**src/rpt_pkg.sv**
```systemverilog
package rpt_pkg;

    localparam int ENTRIES = 32;
    localparam int SLOT_W  = (ENTRIES > 1) ? $clog2(ENTRIES) : 1;
    localparam int CNT_W   = $clog2(ENTRIES + 1);
    localparam int ADDR_W  = 14;
    localparam int PKT_W   = 48;
    localparam int WORD_W  = ADDR_W + PKT_W;
    localparam int OP_W    = 2;

    typedef enum logic [OP_W-1:0] {
        OP_UPDATE  = 2'd0,
        OP_REFRESH = 2'd1,
        OP_LOOKUP  = 2'd2,
        OP_CLEAR   = 2'd3
    } op_t;

    typedef enum logic [1:0] {
        ST_IDLE,
        ST_SCAN,
        ST_HEAD,
        ST_DONE
    } state_t;

    // (head + offset) mod ENTRIES, with head < ENTRIES and offset <= ENTRIES
    function automatic logic [SLOT_W-1:0] wrap_slot(
        input logic [SLOT_W-1:0] head,
        input logic [CNT_W-1:0]  offset
    );
        logic [CNT_W+SLOT_W-1:0] sum;
        sum = (CNT_W + SLOT_W)'(head) + (CNT_W + SLOT_W)'(offset);
        if (sum >= (CNT_W + SLOT_W)'(ENTRIES))
        begin
            sum = sum - (CNT_W + SLOT_W)'(ENTRIES);
        end
        return sum[SLOT_W-1:0];
    endfunction

endpackage

```
**src/rpt_ram.sv**
```systemverilog
module rpt_ram #(
    parameter int WIDTH = 8,
    parameter int DEPTH = 32
) (
    input  logic                                       clk,
    input  logic                                       we,
    input  logic [((DEPTH > 1) ? $clog2(DEPTH) : 1)-1:0] waddr,
    input  logic [WIDTH-1:0]                           wdata,
    input  logic [((DEPTH > 1) ? $clog2(DEPTH) : 1)-1:0] raddr,
    output logic [WIDTH-1:0]                           rdata
);

    logic [WIDTH-1:0] mem [DEPTH];

    always_ff @(posedge clk)
    begin
        if (we)
        begin
            mem[waddr] <= wdata;
        end
        rdata <= mem[raddr];
    end

endmodule

```
**src/refresh_packet_table_core.sv**
```systemverilog
// Channel | Dir | tdata (low bit up)                                  | tuser
// s_*     | in  | loco_address[13:0], packet_data[61:14], pad to 64    | op[1:0]
// m_*     | out | out_address[13:0], out_packet[61:14],
//         |     | entry_count[67:62], pad to 72                         | found, overflow
//
// Update and lookup scan the ring through the slot RAM read port, one entry per
// cycle. Refresh reads the head entry on acceptance and writes it back at the
// tail; clear resets head and count on acceptance.
// One transaction is in flight at a time; the result register lets the next
// transaction enter while a result waits on m_tready.
// Reset empties the ring at once; slot contents stay undefined until written.
module refresh_packet_table_core (
    input  logic        clk,
    input  logic        rst_n,
    input  logic        s_tvalid,
    output logic        s_tready,
    input  logic [63:0] s_tdata,   // loco_address, packet_data
    input  logic [1:0]  s_tuser,   // op
    output logic        m_tvalid,
    input  logic        m_tready,
    output logic [71:0] m_tdata,   // out_address, out_packet, entry_count
    output logic [1:0]  m_tuser    // found, overflow
);

    localparam int SW = rpt_pkg::SLOT_W;
    localparam int CW = rpt_pkg::CNT_W;
    localparam int AW = rpt_pkg::ADDR_W;
    localparam int PW = rpt_pkg::PKT_W;
    localparam int WW = rpt_pkg::WORD_W;

    rpt_pkg::state_t state_reg, state_next;
    rpt_pkg::op_t    op_reg, op_next;
    logic [AW-1:0]   key_reg, key_next;
    logic [PW-1:0]   pkt_reg, pkt_next;
    logic [SW-1:0]   head_reg, head_next;
    logic [CW-1:0]   count_reg, count_next;
    logic [CW-1:0]   scan_idx_reg, scan_idx_next;
    logic            pend_reg, pend_next;
    logic [SW-1:0]   pend_slot_reg, pend_slot_next;

    logic            res_found_reg, res_found_next;
    logic            res_ovf_reg, res_ovf_next;
    logic [AW-1:0]   res_addr_reg, res_addr_next;
    logic [PW-1:0]   res_pkt_reg, res_pkt_next;

    logic            m_tvalid_reg, m_tvalid_next;
    logic [71:0]     m_tdata_reg, m_tdata_next;
    logic [1:0]      m_tuser_reg, m_tuser_next;

    logic            ram_we;
    logic [SW-1:0]   ram_waddr;
    logic [WW-1:0]   ram_wdata;
    logic [SW-1:0]   ram_raddr;
    logic [WW-1:0]   ram_rdata;

    logic [AW-1:0]   rd_addr;
    logic [PW-1:0]   rd_pkt;
    logic            scan_hit;
    logic            scan_miss;
    logic            out_free;
    logic            s_fire;

    assign rd_addr   = ram_rdata[WW-1:PW];
    assign rd_pkt    = ram_rdata[PW-1:0];
    assign scan_hit  = pend_reg && (rd_addr == key_reg);
    assign scan_miss = !pend_reg && (scan_idx_reg == count_reg);
    assign out_free  = !m_tvalid_reg || m_tready;
    assign s_tready  = (state_reg == rpt_pkg::ST_IDLE);
    assign s_fire    = s_tvalid && s_tready;

    assign m_tvalid = m_tvalid_reg;
    assign m_tdata  = m_tdata_reg;
    assign m_tuser  = m_tuser_reg;

    rpt_ram #(
        .WIDTH (WW),
        .DEPTH (rpt_pkg::ENTRIES)
    ) u_slots (
        .clk   (clk),
        .we    (ram_we),
        .waddr (ram_waddr),
        .wdata (ram_wdata),
        .raddr (ram_raddr),
        .rdata (ram_rdata)
    );

    // next state
    always_comb
    begin
        state_next = state_reg;
        case (state_reg)
            rpt_pkg::ST_IDLE:
            begin
                if (s_fire)
                begin
                    case (rpt_pkg::op_t'(s_tuser))
                        rpt_pkg::OP_UPDATE:  state_next = rpt_pkg::ST_SCAN;
                        rpt_pkg::OP_LOOKUP:  state_next = rpt_pkg::ST_SCAN;
                        rpt_pkg::OP_REFRESH: state_next = rpt_pkg::ST_HEAD;
                        default:             state_next = rpt_pkg::ST_DONE;
                    endcase
                end
            end
            rpt_pkg::ST_SCAN:
            begin
                if (scan_hit || scan_miss)
                begin
                    state_next = rpt_pkg::ST_DONE;
                end
            end
            rpt_pkg::ST_HEAD:
            begin
                state_next = rpt_pkg::ST_DONE;
            end
            rpt_pkg::ST_DONE:
            begin
                if (out_free)
                begin
                    state_next = rpt_pkg::ST_IDLE;
                end
            end
            default:
            begin
                state_next = rpt_pkg::ST_IDLE;
            end
        endcase
    end

    // datapath and RAM control
    always_comb
    begin
        op_next        = op_reg;
        key_next       = key_reg;
        pkt_next       = pkt_reg;
        head_next      = head_reg;
        count_next     = count_reg;
        scan_idx_next  = scan_idx_reg;
        pend_next      = 1'b0;
        pend_slot_next = pend_slot_reg;
        res_found_next = res_found_reg;
        res_ovf_next   = res_ovf_reg;
        res_addr_next  = res_addr_reg;
        res_pkt_next   = res_pkt_reg;
        m_tdata_next   = m_tdata_reg;
        m_tuser_next   = m_tuser_reg;
        m_tvalid_next  = m_tvalid_reg && !m_tready;
        ram_we         = 1'b0;
        ram_waddr      = pend_slot_reg;
        ram_wdata      = {key_reg, pkt_reg};
        ram_raddr      = head_reg;

        case (state_reg)
            rpt_pkg::ST_IDLE:
            begin
                if (s_fire)
                begin
                    op_next        = rpt_pkg::op_t'(s_tuser);
                    key_next       = s_tdata[AW-1:0];
                    pkt_next       = s_tdata[AW+PW-1:AW];
                    scan_idx_next  = '0;
                    res_found_next = 1'b0;
                    res_ovf_next   = 1'b0;
                    res_addr_next  = '0;
                    res_pkt_next   = '0;
                    if (rpt_pkg::op_t'(s_tuser) == rpt_pkg::OP_CLEAR)
                    begin
                        head_next  = '0;
                        count_next = '0;
                    end
                end
            end
            rpt_pkg::ST_SCAN:
            begin
                if (scan_hit)
                begin
                    if (op_reg == rpt_pkg::OP_UPDATE)
                    begin
                        ram_we    = 1'b1;
                        ram_waddr = pend_slot_reg;
                    end
                    else
                    begin
                        res_found_next = 1'b1;
                        res_addr_next  = rd_addr;
                        res_pkt_next   = rd_pkt;
                    end
                end
                else if (scan_miss)
                begin
                    if (op_reg == rpt_pkg::OP_UPDATE)
                    begin
                        if (count_reg < CW'(rpt_pkg::ENTRIES))
                        begin
                            ram_we     = 1'b1;
                            ram_waddr  = rpt_pkg::wrap_slot(head_reg, count_reg);
                            count_next = count_reg + CW'(1);
                        end
                        else
                        begin
                            res_ovf_next = 1'b1;
                        end
                    end
                end
                else if (scan_idx_reg < count_reg)
                begin
                    // keep one read in flight each cycle
                    ram_raddr      = rpt_pkg::wrap_slot(head_reg, scan_idx_reg);
                    pend_next      = 1'b1;
                    pend_slot_next = ram_raddr;
                    scan_idx_next  = scan_idx_reg + CW'(1);
                end
            end
            rpt_pkg::ST_HEAD:
            begin
                // head entry was read on acceptance; move it to the tail
                if (count_reg != '0)
                begin
                    res_found_next = 1'b1;
                    res_addr_next  = rd_addr;
                    res_pkt_next   = rd_pkt;
                    ram_we         = 1'b1;
                    ram_waddr      = rpt_pkg::wrap_slot(head_reg, count_reg);
                    ram_wdata      = ram_rdata;
                    head_next      = rpt_pkg::wrap_slot(head_reg, CW'(1));
                end
            end
            rpt_pkg::ST_DONE:
            begin
                if (out_free)
                begin
                    m_tvalid_next = 1'b1;
                    m_tdata_next  = {{(72 - AW - PW - 6){1'b0}}, 6'(count_reg),
                                     res_pkt_reg, res_addr_reg};
                    m_tuser_next  = {res_ovf_reg, res_found_reg};
                end
            end
            default:
            begin
                pend_next = 1'b0;
            end
        endcase
    end

    always_ff @(posedge clk or negedge rst_n)
    begin
        if (!rst_n)
        begin
            state_reg    <= rpt_pkg::ST_IDLE;
            head_reg     <= '0;
            count_reg    <= '0;
            pend_reg     <= 1'b0;
            m_tvalid_reg <= 1'b0;
        end
        else
        begin
            state_reg    <= state_next;
            head_reg     <= head_next;
            count_reg    <= count_next;
            pend_reg     <= pend_next;
            m_tvalid_reg <= m_tvalid_next;
        end
    end

    always_ff @(posedge clk)
    begin
        op_reg        <= op_next;
        key_reg       <= key_next;
        pkt_reg       <= pkt_next;
        scan_idx_reg  <= scan_idx_next;
        pend_slot_reg <= pend_slot_next;
        res_found_reg <= res_found_next;
        res_ovf_reg   <= res_ovf_next;
        res_addr_reg  <= res_addr_next;
        res_pkt_reg   <= res_pkt_next;
        m_tdata_reg   <= m_tdata_next;
        m_tuser_reg   <= m_tuser_next;
    end

endmodule
```
**config.mk**
```make
export PLATFORM = sky130hd
export DESIGN_NAME = refresh_packet_table_core
export DESIGN_NICKNAME = d
export VERILOG_FILES = /design/src/rpt_pkg.sv /design/src/rpt_ram.sv /design/src/refresh_packet_table_core.sv
export SDC_FILE = /design/constraint.sdc
export NUM_CORES = 2
export LEC_CHECK = 0
export BUFFER_PORTS_ARGS = -buffer_cell sky130_fd_sc_hd__buf_2
export CAP_MARGIN = 20
export CORE_UTILIZATION = 53
export DETAILED_ROUTE_END_ITERATION = 7
export PLACE_DENSITY = 0.7
export SYNTH_ARGS = -nofsm -noshare
export SYNTH_HDL_FRONTEND = slang
export SYNTH_HIERARCHICAL = 1
export SYNTH_SLANG_ARGS = --single-unit
```
**constraint.sdc**
```tcl
create_clock -name clk -period 6.88 [get_ports clk]
set_input_delay 1.376 -clock clk [delete_from_list [all_inputs] [get_ports clk]]
set_output_delay 1.376 -clock clk [all_outputs]
set_load 0.01 [all_outputs]
```
==> summary by stage <==
Run status
The flow ran to the end, and the final reports show no timing, DRC or antenna violations.

Min path
The tightest min-delay check is of the reg -> reg type. The worst hold path cell count is 0.

Logic synthesis
Each instance of the synthesized netlist takes up on average 17.8 um^2. The number of synthesized flops with an enable pin is 2193. The unique cell type count in the Yosys netlist is 52. Yosys instantiated no cell more often than sky130_fd_sc_hd__edfxtp_1. The top cell type by area accounts for 75.4% of the synthesized area.

Sorting the synthesized cells by area gives the leading types as sky130_fd_sc_hd__edfxtp_1 (75%), sky130_fd_sc_hd__mux2i_1 (11%), sky130_fd_sc_hd__a22oi_1 (1.6%). For this run, the number of Yosys warnings is 6. The cell area that synthesis handed to floorplanning was 0.0874 mm^2. Of all cell types, the one taking the most synthesized area is sky130_fd_sc_hd__edfxtp_1. The number of instances in the synthesized netlist is 4904.

Of the synthesized area, sequential elements account for 77.2%. The commonest cells after synthesis are sky130_fd_sc_hd__edfxtp_1 (2193), sky130_fd_sc_hd__mux2i_1 (997), sky130_fd_sc_hd__nand3_1 (200), sky130_fd_sc_hd__a21oi_1 (199), sky130_fd_sc_hd__nand2_1 (198). The async set-reset flop share out of synthesis is 0.661%. The most used flip-flop cell after synthesis is sky130_fd_sc_hd__edfxtp_1. After synthesis the netlist holds a flip-flop and latch count of 2270.

Power
The power share of the clock group is 27.9%. The share of total power in combinational logic is 30.5%. The switching share of power is 32.2%. The share of total power dissipated in sequential elements is 41.6%. The total net switching power is 13.7 mW.

The peak supply drop is 0.470 mV. Internal power comes to 28.7 mW. Summed over all cells, the static leakage comes to 31.7 nW. The design draws 42.4 mW.

For this design the ratio of total power to cell area is 431 mW/mm^2.

Setup path
Data on the critical path is required at its endpoint by 7.41 ns. Of all nets on the critical path, the largest fanout is 64. STA classifies the critical path startpoint as a register.

The largest individual stage delay along the critical path comes from the cell sky130_fd_sc_hd__nor2_4. The logic depth of the worst register-to-register path is 11. The critical path goes through inv_1 -> ha_1 -> or4b_4 -> o21ai_4 -> buf_12 -> nor2_2 -> a31o_1 -> a22o_1 -> nand3b_1 -> nor2_4 -> buf_4.

The critical path capture point type is a register. The critical path class is reg -> reg. The delay of the slowest critical-path stage is 1.18 ns. STA puts the critical path data arrival time at 5.78 ns.

STA
The clock period could shrink to 5.25 ns. The worst hold slack after final layout is 0.399 ns. The worst pin sits at a relative slew slack of 18.4%.

Derived from the worst setup path, the maximum achievable clock frequency is 191 MHz. The hold violation total from the final report was 0. The fraction of the cycle the final worst path needs is 76.3%. The count of final max-slew check failures was 0.

Setup repair after global routing left no endpoint under its margin. The transition time at the pin with the least slew margin is 1.22 ns. Setup violations remaining at the end of the flow were counted as 0. Between clock sinks in the finished design, the worst skew comes to 0.0516 ns. For the final routed database, the setup TNS stands at 0 ns.

Final layout
The post-layout net count is 5230. The proportion of layout cells with a drive suffix above 1 is 13.2%. The area growth from synthesis to layout is 12.6%. After filler insertion, the fill cell instance count of the layout stands at 11500. The final non-filler cell total is 7505. The final core area utilization is 60.3%.

The flip-flop count of the largest register, all copies and words added is 1984.

CTS
The cell at the root of the clock tree is sky130_fd_sc_hd__clkbuf_16. The post-CTS repair timing setup buffer count is 0. The number of buffers inserted during clock tree synthesis is 222. The maximum number of buffers from clock root to sink is 3. TritonCTS built the clock tree.

The number of levels in the clock H-tree is 4. At the later pin of the worst-skew pair, clock insertion delay measures 0.86 ns. Clock tree synthesis found a total of 2270 sinks. The number of buffers inserted for hold repair after clock tree synthesis is 0. Clock-pin slew was measured on the worst setup and hold paths at 0.06 ns. In this run, post-CTS repair resized a total of 0 instances.

Detailed routing
The first TritonRoute pass finished after 5 iterations. The routed design has 214 mm of wire. The final route contains 46200 vias. The detailed-route wire length per cell is 28.5 um. The post-route antenna net violation count is 0. The initial DRC count is 4906. The via density per instance is 6.16. The residual DRC count is 0.

GRT
The number of global-route vias before repair is 44600. The first global-routing pass estimated 306 mm of wire. Global routing consumed, over all layers together, 25.3% of the routing resources.

Entering global routing, the biggest net connects 89 pins. The number of antenna violations at the first check in global routing was 4. The remaining global-route overflow is 0.

Place
At the end of routability-driven placement, the weighted congestion stood at 0.771. Buffers placed on the I/O ports in this run total 139. Including well taps, the total number of placed cells is 7086. The estimated wirelength of the detail-placed design is 104 mm.

Floorplan
The placeable core area is 0.163 mm^2. In this run the horizontal extent of the chip is 408 um. The number of standard-cell rows in the floorplan is 148. The number of ports placed on the die boundary is 146. The floorplan die area is 0.166 mm^2.

The initial utilization of the core area, before any placement, comes to 53.6%. The floorplan step set the die height to 408 um.

Flow run
The max capacitance violation total is 0.
## kinds of logic after synthesis
group | Yosys count | share of synthesized area [%]
and+or+nand+nor | 618 | 3.37
adders and majority gates | 25 | 0.375
AOI/OAI and AO/OA | 608 | 4.74
other | 1 | 0.00429
xor gates and xnor gates | 27 | 0.271
buffers and inverters | 291 | 1.73
DFF | 2270 | 77.2
muxes | 1064 | 12.3
## per-stage QoR
step                setup WS (ns)  cell area, um^2
floorplan                    1.25            87400
global placement             1.75            91200
detailed placement           1.69            91200
CTS                          1.66            98400
global route                 1.53            98400
finish                       1.63            98400
## per-layer routing
metal / global-route usage (%) / up-vias / wire length (um)
li1: - / 19800 / -
met1: 36.0 / 23900 / 89200
met2: 40.8 / 2148 / 102000
met3: 3.86 / 354 / 17400
met4: 7.19 / 0 / 5460
met5: 0 / - / 0
## power by group through the flow
stage / Sequential, mW / Combinational (mW) / Clock (mW)
floorplan: 17.9 / 9.12 / 0
global placement: 17.9 / 12.6 / 0
detailed placement: 17.9 / 12.8 / 0
CTS: 17.7 / 12.9 / 12.0
global route: 17.7 / 13.8 / 12.5
finish: 17.6 / 12.9 / 11.8
## cell type report
| type | instances | area [um^2] | share of cell area [%] |
|---|---|---|---|
| Tap cell | 2175 | 2720 | 2.77 |
| Sequential cell | 2270 | 67500 | 68.6 |
| Clock buffer | 294 | 5960 | 6.06 |
| Clock inverter | 124 | 1150 | 1.17 |
| Inverter | 22 | 82.6 | 0.0840 |
| Multi-Input combinational cell | 2346 | 18700 | 19.0 |
| Antenna cell | 1 | 2.50 | 0.00254 |
| Timing Repair Buffer | 273 | 2240 | 2.28 |
## path summary, 6_finish.rpt
check | start | to | slack [ns]
max reg2reg | count_reg[1] | u_slots/mem[2][20] | 1.63
min in group asynchronous | rst_n | head_reg[1] | 0.42
max in group asynchronous | rst_n | pend_reg | 6.19
min reg2reg | res_pkt_reg[35] | m_tdata[49] | 0.40
max | count_reg[1] | u_slots/mem[2][20] | 1.63
min | res_pkt_reg[35] | m_tdata[49] | 0.40
## cell usage in the layout (no fill, tap or decap), types with 66 or more instances in the layout
master / count
sky130_fd_sc_hd__buf_2: 139
sky130_fd_sc_hd__mux2_2: 66
sky130_fd_sc_hd__a21oi_1: 198
sky130_fd_sc_hd__nand3_1: 200
sky130_fd_sc_hd__a22o_1: 130
sky130_fd_sc_hd__edfxtp_1: 2193
sky130_fd_sc_hd__nand2_1: 197
sky130_fd_sc_hd__a22oi_1: 187
sky130_fd_sc_hd__clkbuf_16: 223
sky130_fd_sc_hd__mux2i_1: 997
sky130_fd_sc_hd__buf_4: 91
## critical path, delay by kind of cell (launching register included)
kind                       cells  cell delay, ns
and+or+nand+nor                4            2.49
buffers and inverters          3            1.10
AOI/OAI and AO/OA              3            0.66
DFF                            1            0.47
adders and majority gates      1            0.15
Note: power is estimated with default switching activity, not from simulation.
